### config.mk
export PLATFORM = sky130hd
export DESIGN_NAME = touch_level_hysteresis_detector
export DESIGN_NICKNAME = d
export VERILOG_FILES = /design/src/hdl/thd_pkg.sv /design/src/hdl/touch_level_hysteresis_detector.sv
export VERILOG_INCLUDE_DIRS = /design/src /design/src/hdl
export SDC_FILE = /design/constraint.sdc
export NUM_CORES = 1
export LEC_CHECK = 0
export ABC_AREA = 1
export BUFFER_PORTS_ARGS = -buffer_cell sky130_fd_sc_hd__buf_2
export CORE_MARGIN = 5
export CORE_UTILIZATION = 45
export CTS_CLUSTER_SIZE = 12
export DETAILED_ROUTE_END_ITERATION = 8
export SLEW_MARGIN = 10
export SYNTH_ARGS = -nofsm -noshare
export SYNTH_HDL_FRONTEND = slang
export SYNTH_SLANG_ARGS = --single-unit
### constraint.sdc
create_clock -name clk -period 2.63 [get_ports clk]
set_clock_uncertainty 0.1 [all_clocks]
set_input_delay 0.1315 -clock clk [delete_from_list [all_inputs] [get_ports clk]]
set_output_delay 0.1315 -clock clk [all_outputs]
set_load 0.005 [all_outputs]
### src/hdl/touch_level_hysteresis_detector_macros.svh
// Assertion macros for the touch level hysteresis detector
`ifndef TOUCH_LEVEL_HYSTERESIS_DETECTOR_MACROS_SVH
`define TOUCH_LEVEL_HYSTERESIS_DETECTOR_MACROS_SVH

// Same-cycle implication, checked out of reset
`define THD_ASSERT_IMP(lbl, ante, cons, msg) \
  lbl: assert property (@(posedge clk) disable iff (!rst_n) (ante) |-> (cons)) \
    else $error(msg);

// Next-cycle implication, checked out of reset
`define THD_ASSERT_NXT(lbl, ante, cons, msg) \
  lbl: assert property (@(posedge clk) disable iff (!rst_n) (ante) |=> (cons)) \
    else $error(msg);

`endif

### src/hdl/thd_pkg.sv
// Package: constants and types of the touch level hysteresis detector
`default_nettype none

package thd_pkg;

  localparam int SAMPLE_BITS = 12;
  localparam int SAMPLE_W    = 12;
  localparam int ACC_W       = 20;
  localparam int AVG_W       = 12;
  localparam int BAND_W      = 14;
  localparam int CNT_W       = 8;
  localparam int DIV_STEPS   = ACC_W;
  localparam int STEP_W      = $clog2(DIV_STEPS);

  localparam logic [ACC_W-1:0]    ACC_MAX     = {ACC_W{1'b1}};
  localparam logic [AVG_W-1:0]    AVG_MAX     = {AVG_W{1'b1}};
  localparam logic [SAMPLE_W-1:0] SAMPLE_MASK = SAMPLE_W'((1 << SAMPLE_BITS) - 1);

  // Configuration register indexes
  localparam logic [2:0] CFG_ROUNDS     = 3'd0;
  localparam logic [2:0] CFG_BAND_LOW   = 3'd1;
  localparam logic [2:0] CFG_BAND_HIGH  = 3'd2;
  localparam logic [2:0] CFG_HYSTERESIS = 3'd3;
  localparam logic [2:0] CFG_REPORT_ALL = 3'd4;

  typedef enum logic [1:0] {
    ST_IDLE,
    ST_DIV,
    ST_DECIDE
  } state_t;

endpackage

`default_nettype wire

### src/hdl/touch_level_hysteresis_detector.sv
// Top level: touch level detector with averaging, serial divider and hysteresis
//
//  channel | direction | handshake           | payload
//  --------+-----------+---------------------+--------------------------------
//  in_     | input     | in_valid/in_ready   | in_raw_sample[11:0]
//  out_    | output    | out_valid/out_ready | out_touched, out_average[11:0]
//  cfg_    | input     | cfg_valid/cfg_ready | cfg_index[2:0], cfg_wdata[13:0]
//
// A sample that does not close a group is only accumulated. A sample that
// closes a group is accumulated, divided in the bit-serial restoring divider
// (one quotient bit per cycle through a single 10-bit subtractor) and then
// judged against the band. rst_n is synchronous, active low, and clears all
// control state. A result waits in the output register; a new sample is still
// taken meanwhile, and only a later result stalls in the decide step until
// out_ready frees the register. cfg_ready is always high.
`default_nettype none

module touch_level_hysteresis_detector
  import thd_pkg::*;
(
  input  wire logic                clk,
  input  wire logic                rst_n,
  // sample channel
  input  wire logic                in_valid,
  output      logic                in_ready,
  input  wire logic [SAMPLE_W-1:0] in_raw_sample,
  // result channel
  output      logic                out_valid,
  input  wire logic                out_ready,
  output      logic                out_touched,
  output      logic [AVG_W-1:0]    out_average,
  // configuration write channel
  input  wire logic                cfg_valid,
  output      logic                cfg_ready,
  input  wire logic [2:0]          cfg_index,
  input  wire logic [BAND_W-1:0]   cfg_wdata
);

`include "touch_level_hysteresis_detector_macros.svh"

  // Configuration registers
  logic [CNT_W-1:0]         rounds_r;
  logic signed [BAND_W-1:0] band_low_r;
  logic signed [BAND_W-1:0] band_high_r;
  logic [CNT_W-1:0]         hyst_r;
  logic                     report_all_r;

  // Datapath and control state
  state_t            state_r, state_nxt;
  logic [ACC_W-1:0]  acc_r, acc_nxt;       // sum, then quotient during division
  logic [CNT_W-1:0]  round_cnt_r, round_cnt_nxt;
  logic [CNT_W-1:0]  div_rounds_r, div_rounds_nxt;
  logic [CNT_W-1:0]  rem_r, rem_nxt;
  logic [STEP_W-1:0] step_r, step_nxt;
  logic              button_on_r, button_on_nxt;
  logic [CNT_W-1:0]  defer_r, defer_nxt;
  logic              out_valid_r, out_valid_nxt;
  logic              out_touched_r, out_touched_nxt;
  logic [AVG_W-1:0]  out_average_r, out_average_nxt;

  // Helpers
  logic [CNT_W-1:0]  rounds_eff;
  logic [ACC_W:0]    sum_wide;
  logic [ACC_W-1:0]  sum_sat;
  logic [CNT_W-1:0]  round_cnt_inc;
  logic [CNT_W:0]    div_shift;
  logic [CNT_W+1:0]  div_diff;
  logic              div_ge;
  logic signed [ACC_W:0] avg_s, low_s, high_s;
  logic              qualifies;
  logic              out_free;

  assign cfg_ready   = 1'b1;
  assign in_ready    = (state_r == ST_IDLE);
  assign out_valid   = out_valid_r;
  assign out_touched = out_touched_r;
  assign out_average = out_average_r;

  // Zero rounds behaves as one
  assign rounds_eff    = (rounds_r == '0) ? CNT_W'(1) : rounds_r;
  assign sum_wide      = {1'b0, acc_r} + (ACC_W+1)'(in_raw_sample & SAMPLE_MASK);
  assign sum_sat       = sum_wide[ACC_W] ? ACC_MAX : sum_wide[ACC_W-1:0];
  assign round_cnt_inc = round_cnt_r + CNT_W'(1);

  // Single subtractor: one restoring-division step per cycle
  assign div_shift = {rem_r, acc_r[ACC_W-1]};
  assign div_diff  = {1'b0, div_shift} - {2'b00, div_rounds_r};
  assign div_ge    = !div_diff[CNT_W+1];

  // Average is non-negative; bands are sign-extended for a full-width compare
  assign avg_s  = $signed({1'b0, acc_r});
  assign low_s  = (ACC_W+1)'(band_low_r);
  assign high_s = (ACC_W+1)'(band_high_r);

  // Released: outside the band qualifies. Touched: strictly inside qualifies.
  assign qualifies = button_on_r ? ((avg_s > low_s) && (avg_s < high_s))
                                 : ((avg_s < low_s) || (avg_s > high_s));

  assign out_free = !out_valid_r || out_ready;

  always_ff @(posedge clk) begin
    if (!rst_n) begin
      rounds_r     <= CNT_W'(4);
      band_low_r   <= '0;
      band_high_r  <= BAND_W'(4095);
      hyst_r       <= CNT_W'(3);
      report_all_r <= 1'b0;
    end else if (cfg_valid && cfg_ready) begin
      unique case (cfg_index)
        CFG_ROUNDS:     rounds_r     <= cfg_wdata[CNT_W-1:0];
        CFG_BAND_LOW:   band_low_r   <= $signed(cfg_wdata);
        CFG_BAND_HIGH:  band_high_r  <= $signed(cfg_wdata);
        CFG_HYSTERESIS: hyst_r       <= cfg_wdata[CNT_W-1:0];
        CFG_REPORT_ALL: report_all_r <= cfg_wdata[0];
        default: ;  // unmapped index, write dropped
      endcase
    end
  end

  always_ff @(posedge clk) begin
    if (!rst_n) begin
      state_r     <= ST_IDLE;
      acc_r       <= '0;
      round_cnt_r <= '0;
      button_on_r <= 1'b0;
      defer_r     <= '0;
      out_valid_r <= 1'b0;
    end else begin
      state_r     <= state_nxt;
      acc_r       <= acc_nxt;
      round_cnt_r <= round_cnt_nxt;
      button_on_r <= button_on_nxt;
      defer_r     <= defer_nxt;
      out_valid_r <= out_valid_nxt;
    end
  end

  // Payload registers, no reset needed
  always_ff @(posedge clk) begin
    div_rounds_r  <= div_rounds_nxt;
    rem_r         <= rem_nxt;
    step_r        <= step_nxt;
    out_touched_r <= out_touched_nxt;
    out_average_r <= out_average_nxt;
  end

  always_comb begin
    state_nxt       = state_r;
    acc_nxt         = acc_r;
    round_cnt_nxt   = round_cnt_r;
    div_rounds_nxt  = div_rounds_r;
    rem_nxt         = rem_r;
    step_nxt        = step_r;
    button_on_nxt   = button_on_r;
    defer_nxt       = defer_r;
    out_valid_nxt   = out_valid_r && !out_ready;
    out_touched_nxt = out_touched_r;
    out_average_nxt = out_average_r;

    unique case (state_r)
      ST_IDLE: begin
        if (in_valid) begin
          acc_nxt       = sum_sat;
          round_cnt_nxt = round_cnt_inc;
          // group closes once the count reaches the current setting
          if (round_cnt_inc >= rounds_eff) begin
            div_rounds_nxt = rounds_eff;
            rem_nxt        = '0;
            step_nxt       = '0;
            state_nxt      = ST_DIV;
          end
        end
      end
      ST_DIV: begin
        rem_nxt  = div_ge ? div_diff[CNT_W-1:0] : div_shift[CNT_W-1:0];
        acc_nxt  = {acc_r[ACC_W-2:0], div_ge};
        step_nxt = step_r + STEP_W'(1);
        if (step_r == STEP_W'(DIV_STEPS - 1)) begin
          state_nxt = ST_DECIDE;
        end
      end
      ST_DECIDE: begin
        if (qualifies && (defer_r < hyst_r)) begin
          // deferred average, silent
          defer_nxt     = defer_r + CNT_W'(1);
          acc_nxt       = '0;
          round_cnt_nxt = '0;
          state_nxt     = ST_IDLE;
        end else if (!qualifies && !report_all_r) begin
          acc_nxt       = '0;
          round_cnt_nxt = '0;
          state_nxt     = ST_IDLE;
        end else if (out_free) begin
          // report; flip the state when the average qualified
          if (qualifies) begin
            button_on_nxt = !button_on_r;
            defer_nxt     = '0;
          end
          out_valid_nxt   = 1'b1;
          out_touched_nxt = qualifies ? !button_on_r : button_on_r;
          out_average_nxt = (acc_r > ACC_W'(AVG_MAX)) ? AVG_MAX : acc_r[AVG_W-1:0];
          acc_nxt         = '0;
          round_cnt_nxt   = '0;
          state_nxt       = ST_IDLE;
        end
      end
      default: state_nxt = ST_IDLE;
    endcase
  end

  // Partial remainder always stays below the divisor
  `THD_ASSERT_IMP(a_rem_below_div, state_r == ST_DIV, rem_r < div_rounds_r,
                  "divider remainder reached divisor")
  // Step counter never runs past the last quotient bit
  `THD_ASSERT_IMP(a_step_range, state_r == ST_DIV, step_r < STEP_W'(DIV_STEPS),
                  "divider step out of range")
  // Button state moves only in the decide step
  `THD_ASSERT_NXT(a_button_only_decide, state_r != ST_DECIDE, $stable(button_on_r),
                  "button state changed outside decide")
  // A sample that does not close a group leaves the block ready
  `THD_ASSERT_NXT(a_open_group_stays_idle,
                  in_valid && in_ready && (round_cnt_inc < rounds_eff),
                  state_r == ST_IDLE, "open group left idle")

endmodule

`default_nettype wire

==> summary.md <==
| Metric | Value |
|---|---|
| Final WL | 20.89 mm |
| Largest net degree at the start of global routing | 40 |
| DR vias/cell | 5.043 |
| Dpl hpwl | 14.63 mm |
| Tmin final | 2606 ps |
| Syn Area/Cell | 7.278 um2 |
| Routed wire length per instance | 14.59 um |
| Final-stage net count | 1314 |
| # rows | 48 |
| Global-route wire length before repair | 33.34 mm |
| Critical Path RT | 2650 ps |
| Actual slew at the worst max-slew pin | 730.8 ps |
| CP Max Fanout | 14 |
| Startpoint class of the critical path | flop |
| Period Utilization, post-route | 99.10% |
| Cell variety after synth | 45 |
| CTS H-tree depth | 4 |
| Die width | 142.2 um |
| Die area | 20230 um2 |
| Initial antenna violation count | 0 |
| Initial cell density of the core | 45.64% |
| Worst hold-check path type | input port to flop |
| Initial DRC Count | 412 |
| Sw Share | 44.65% |
| Power per cell area | 1251 nW/um2 |
| Post-synth ARST share | 0% |
| Leak pwr | 4.735 nW |
| Crit path capture type | flop |
| Commonest cells in the netlist | 225 x nand2_1, 162 x inv_1, 126 x nor2_1 |
| Yosys top cell area share | 21.63% |
| Seq/Total Area, Yosys | 34.61% |
| Initial DRT Pass Iterations | 5 |
| Worst EP arrival | 2630 ps |
| Remaining DRCs | 0 |
| Flop pwr share | 24.0% |
| Clock transition at path regs | 50 ps |
| Largest cells by area after synthesis | dfxtp_1 22%, ha_1 13%, edfxtp_1 13% |
| RePlAce Congestion | 0.8927 |
| Primary FF master, synth | dfxtp_1 |
| Synth Instances | 1081 |
| Final Util | 59.07% |
| R2R Setup Slk | 20 ps |
| Achievable Freq | 383.7 MHz |
| Remaining global-route overflow | 0 |
| Number of buffers created by CTS | 17 |
| Clock power share | 18.3% |
| Die Y | 142.2 um |
| Max-cap violations | 0 |
| Number of global-route vias before repair | 6673 |
| Number of synthesized register bits | 119 |
| Core area | 17240 um2 |
| Port bufs | 48 |
| Max Transition Viols Final | 0 |
| N_diodes | 0 |
| Unrepaired setup endpoints after global routing | true |
| Met1 Use GR | 28.88% |
| Clk Latency, worst-skew pair | 420 ps |
| Setup violators final | 0 |
| Grt met2 use | 32.50% |
| Mapped cell area | 7868 um2 |
| Combinational power share | 57.7% |
| Run status | finished clean |
| Clock Tree Buf Depth | 2 |
| Area delta synth->final | 29.41% |
| Worst r2r src | band_low_r[13] |
| Synthesis Warnings | 0 |
| Most Crowded Layer GR | met2 |
| Post-synth top area cell | dfxtp_1 |
| VDD IR max | 604.0 uV |
| IO Count | 50 |
| R2R cell count | 17 |
| CTS tree | done |
| Worst setup path category | flop to flop |
| Hold WS | 45.29 ps |
| Final hold violation count | 0 |
| Syn_nets | 1201 |
| Met3 Use GR | 3.562% |
| Root Buffer | clkbuf_16 |
| Switching power total | 0.005686 W |
| Sink Count | 119 |
| Power Internal | 0.007048 W |
| EDFF count, synth | 34 |
| R2R Path End | out_average[9] |
| Via Count | 7221 |
| Post-route ant nets | 0 |
| Layout cells sized above 1 | 22.20% |
| Total global-route track usage | 20.56% |
| Max-Slew Margin vs Limit | 51.23% |
| Crit path from | band_low_r[13] |
| Count leader, synth | nand2_1 |
| Critical Path Sink | out_average[9] |
[cells by family (layout without fill, tap and decap cells)]
logic type,count (synthesis),count (layout),share of synthesized area [%]
other cells,1,1,0.04766
compound gates,210,210,14.97
xor+xnor,25,25,2.783
simple gates,441,444,24.03
flops,119,119,34.61
fa+ha+maj,86,86,13.87
buf+inv,199,322,9.701
[cells in the final DEF (no fill, tap or decap), types with 5 or more instances in the layout]
| cell type | instances |
|---|---|
| nand2_1 | 200 |
| inv_1 | 154 |
| nor2_1 | 114 |
| a21oi_1 | 93 |
| o21ai_0 | 67 |
| dfxtp_1 | 64 |
| ha_1 | 63 |
| buf_4 | 50 |
| buf_2 | 49 |
| nand3_1 | 40 |
| edfxtp_1 | 34 |
| nand2_2 | 25 |
| ha_4 | 21 |
| dlygate4sd3_1 | 19 |
| xor2_1 | 18 |
| clkbuf_16 | 18 |
| dfxtp_2 | 17 |
| o211ai_1 | 14 |
| nor2_2 | 11 |
| nand3_2 | 10 |
| nor3_1 | 9 |
| a22oi_1 | 9 |
| inv_2 | 8 |
| xnor2_1 | 7 |
| nand4_1 | 6 |
| nor2_4 | 5 |
[layout make-up]
class	count	area, um2
repair buffers	125	938.4
well taps	225	281.5
clock buffers	17	425.4
multi-input cells	766	4977
clock inverters	15	161.4
inverters	165	638.1
fillers	1593	7056
flip-flops and latches	119	2759
[per-stage QoR]
stage          std cells  instance area (um2)  setup slack (ps)  power (W)  TNS [ps]
2_1_floorplan       1081                 7879             57.24   0.007211         0
3_5_place_dp        1368                 8660            -80.29   0.009076     -2552
5_1_grt             1432                10180            -118.6    0.01385     -4799
4_1_cts             1421                 9495            0.8555    0.01166         0
6_report            1432                10180             23.73    0.01273         0
3_3_place_gp        1368                 8660            -6.307   0.009035    -52.18
[state kept, by name, indices dropped and copies added (netlist names)]
signal / cells
button_on_r: 1
out_average: 12
round_cnt_r: 8
rem_r: 8
div_rounds_r: 8
report_all_r: 1
state_r: 2
rounds_r: 8
out_valid: 1
out_touched: 1
band_low_r: 14
defer_r: 8
hyst_r: 8
step_r: 5
band_high_r: 14
acc_r: 20
[worst min path at each step]
stage	startpoint	end	slack [ps]	depth (start not counted)
2_1_floorplan	cfg_wdata[0]	hyst_r[0]	160	2
3_3_place_gp	cfg_wdata[11]	band_high_r[11]	260	3
3_5_place_dp	cfg_wdata[8]	band_high_r[8]	270	3
4_1_cts	cfg_index[0]	band_high_r[13]	30	4
5_1_grt	cfg_index[0]	hyst_r[1]	80	4
6_report	cfg_index[0]	band_high_r[13]	50	4
[worst max-delay path, stage by stage, from the launching register on]
cell     delay, ps
dfxtp_2        380
inv_8           70
ha_4           270
nand2_1         90
nor2_1         140
nand2_2         80
nor2_1         110
nand2_2         70
nand4_1        100
nand2_1         70
inv_2           70
nand2_2         70
nand2_4         90
nand2_4         80
nand2_8        110
nand3_2        110
nor2_4         130
buf_12         170
[power groups by stage]
stage          combinational [W]  sequential [W]  clock (W)
6_report                 0.00735         0.00305    0.00233
5_1_grt                  0.00827         0.00312    0.00246
3_5_place_dp             0.00610         0.00298          0
2_1_floorplan            0.00432         0.00289          0
3_3_place_gp             0.00607         0.00297          0
4_1_cts                  0.00635         0.00295    0.00237
[timing repair]
item                                   in CTS  in global routing
cloned                                      2                  3
hold buffers                               19                  0
setup endpoints to repair                  63                 74
pin swaps                                   1                 50
resized for setup                           9                129
setup buffers                               0                  8
endpoints found under the hold margin      41                  0
[per-layer routing]
metal  share of wire, %  up-vias
li1                   -     3772
met1                 50     3299
met2                 45      127
met3                3.0       23
met4                1.5        0
met5                  0        -
No activity file was read; power rests on OpenSTA's default activity.
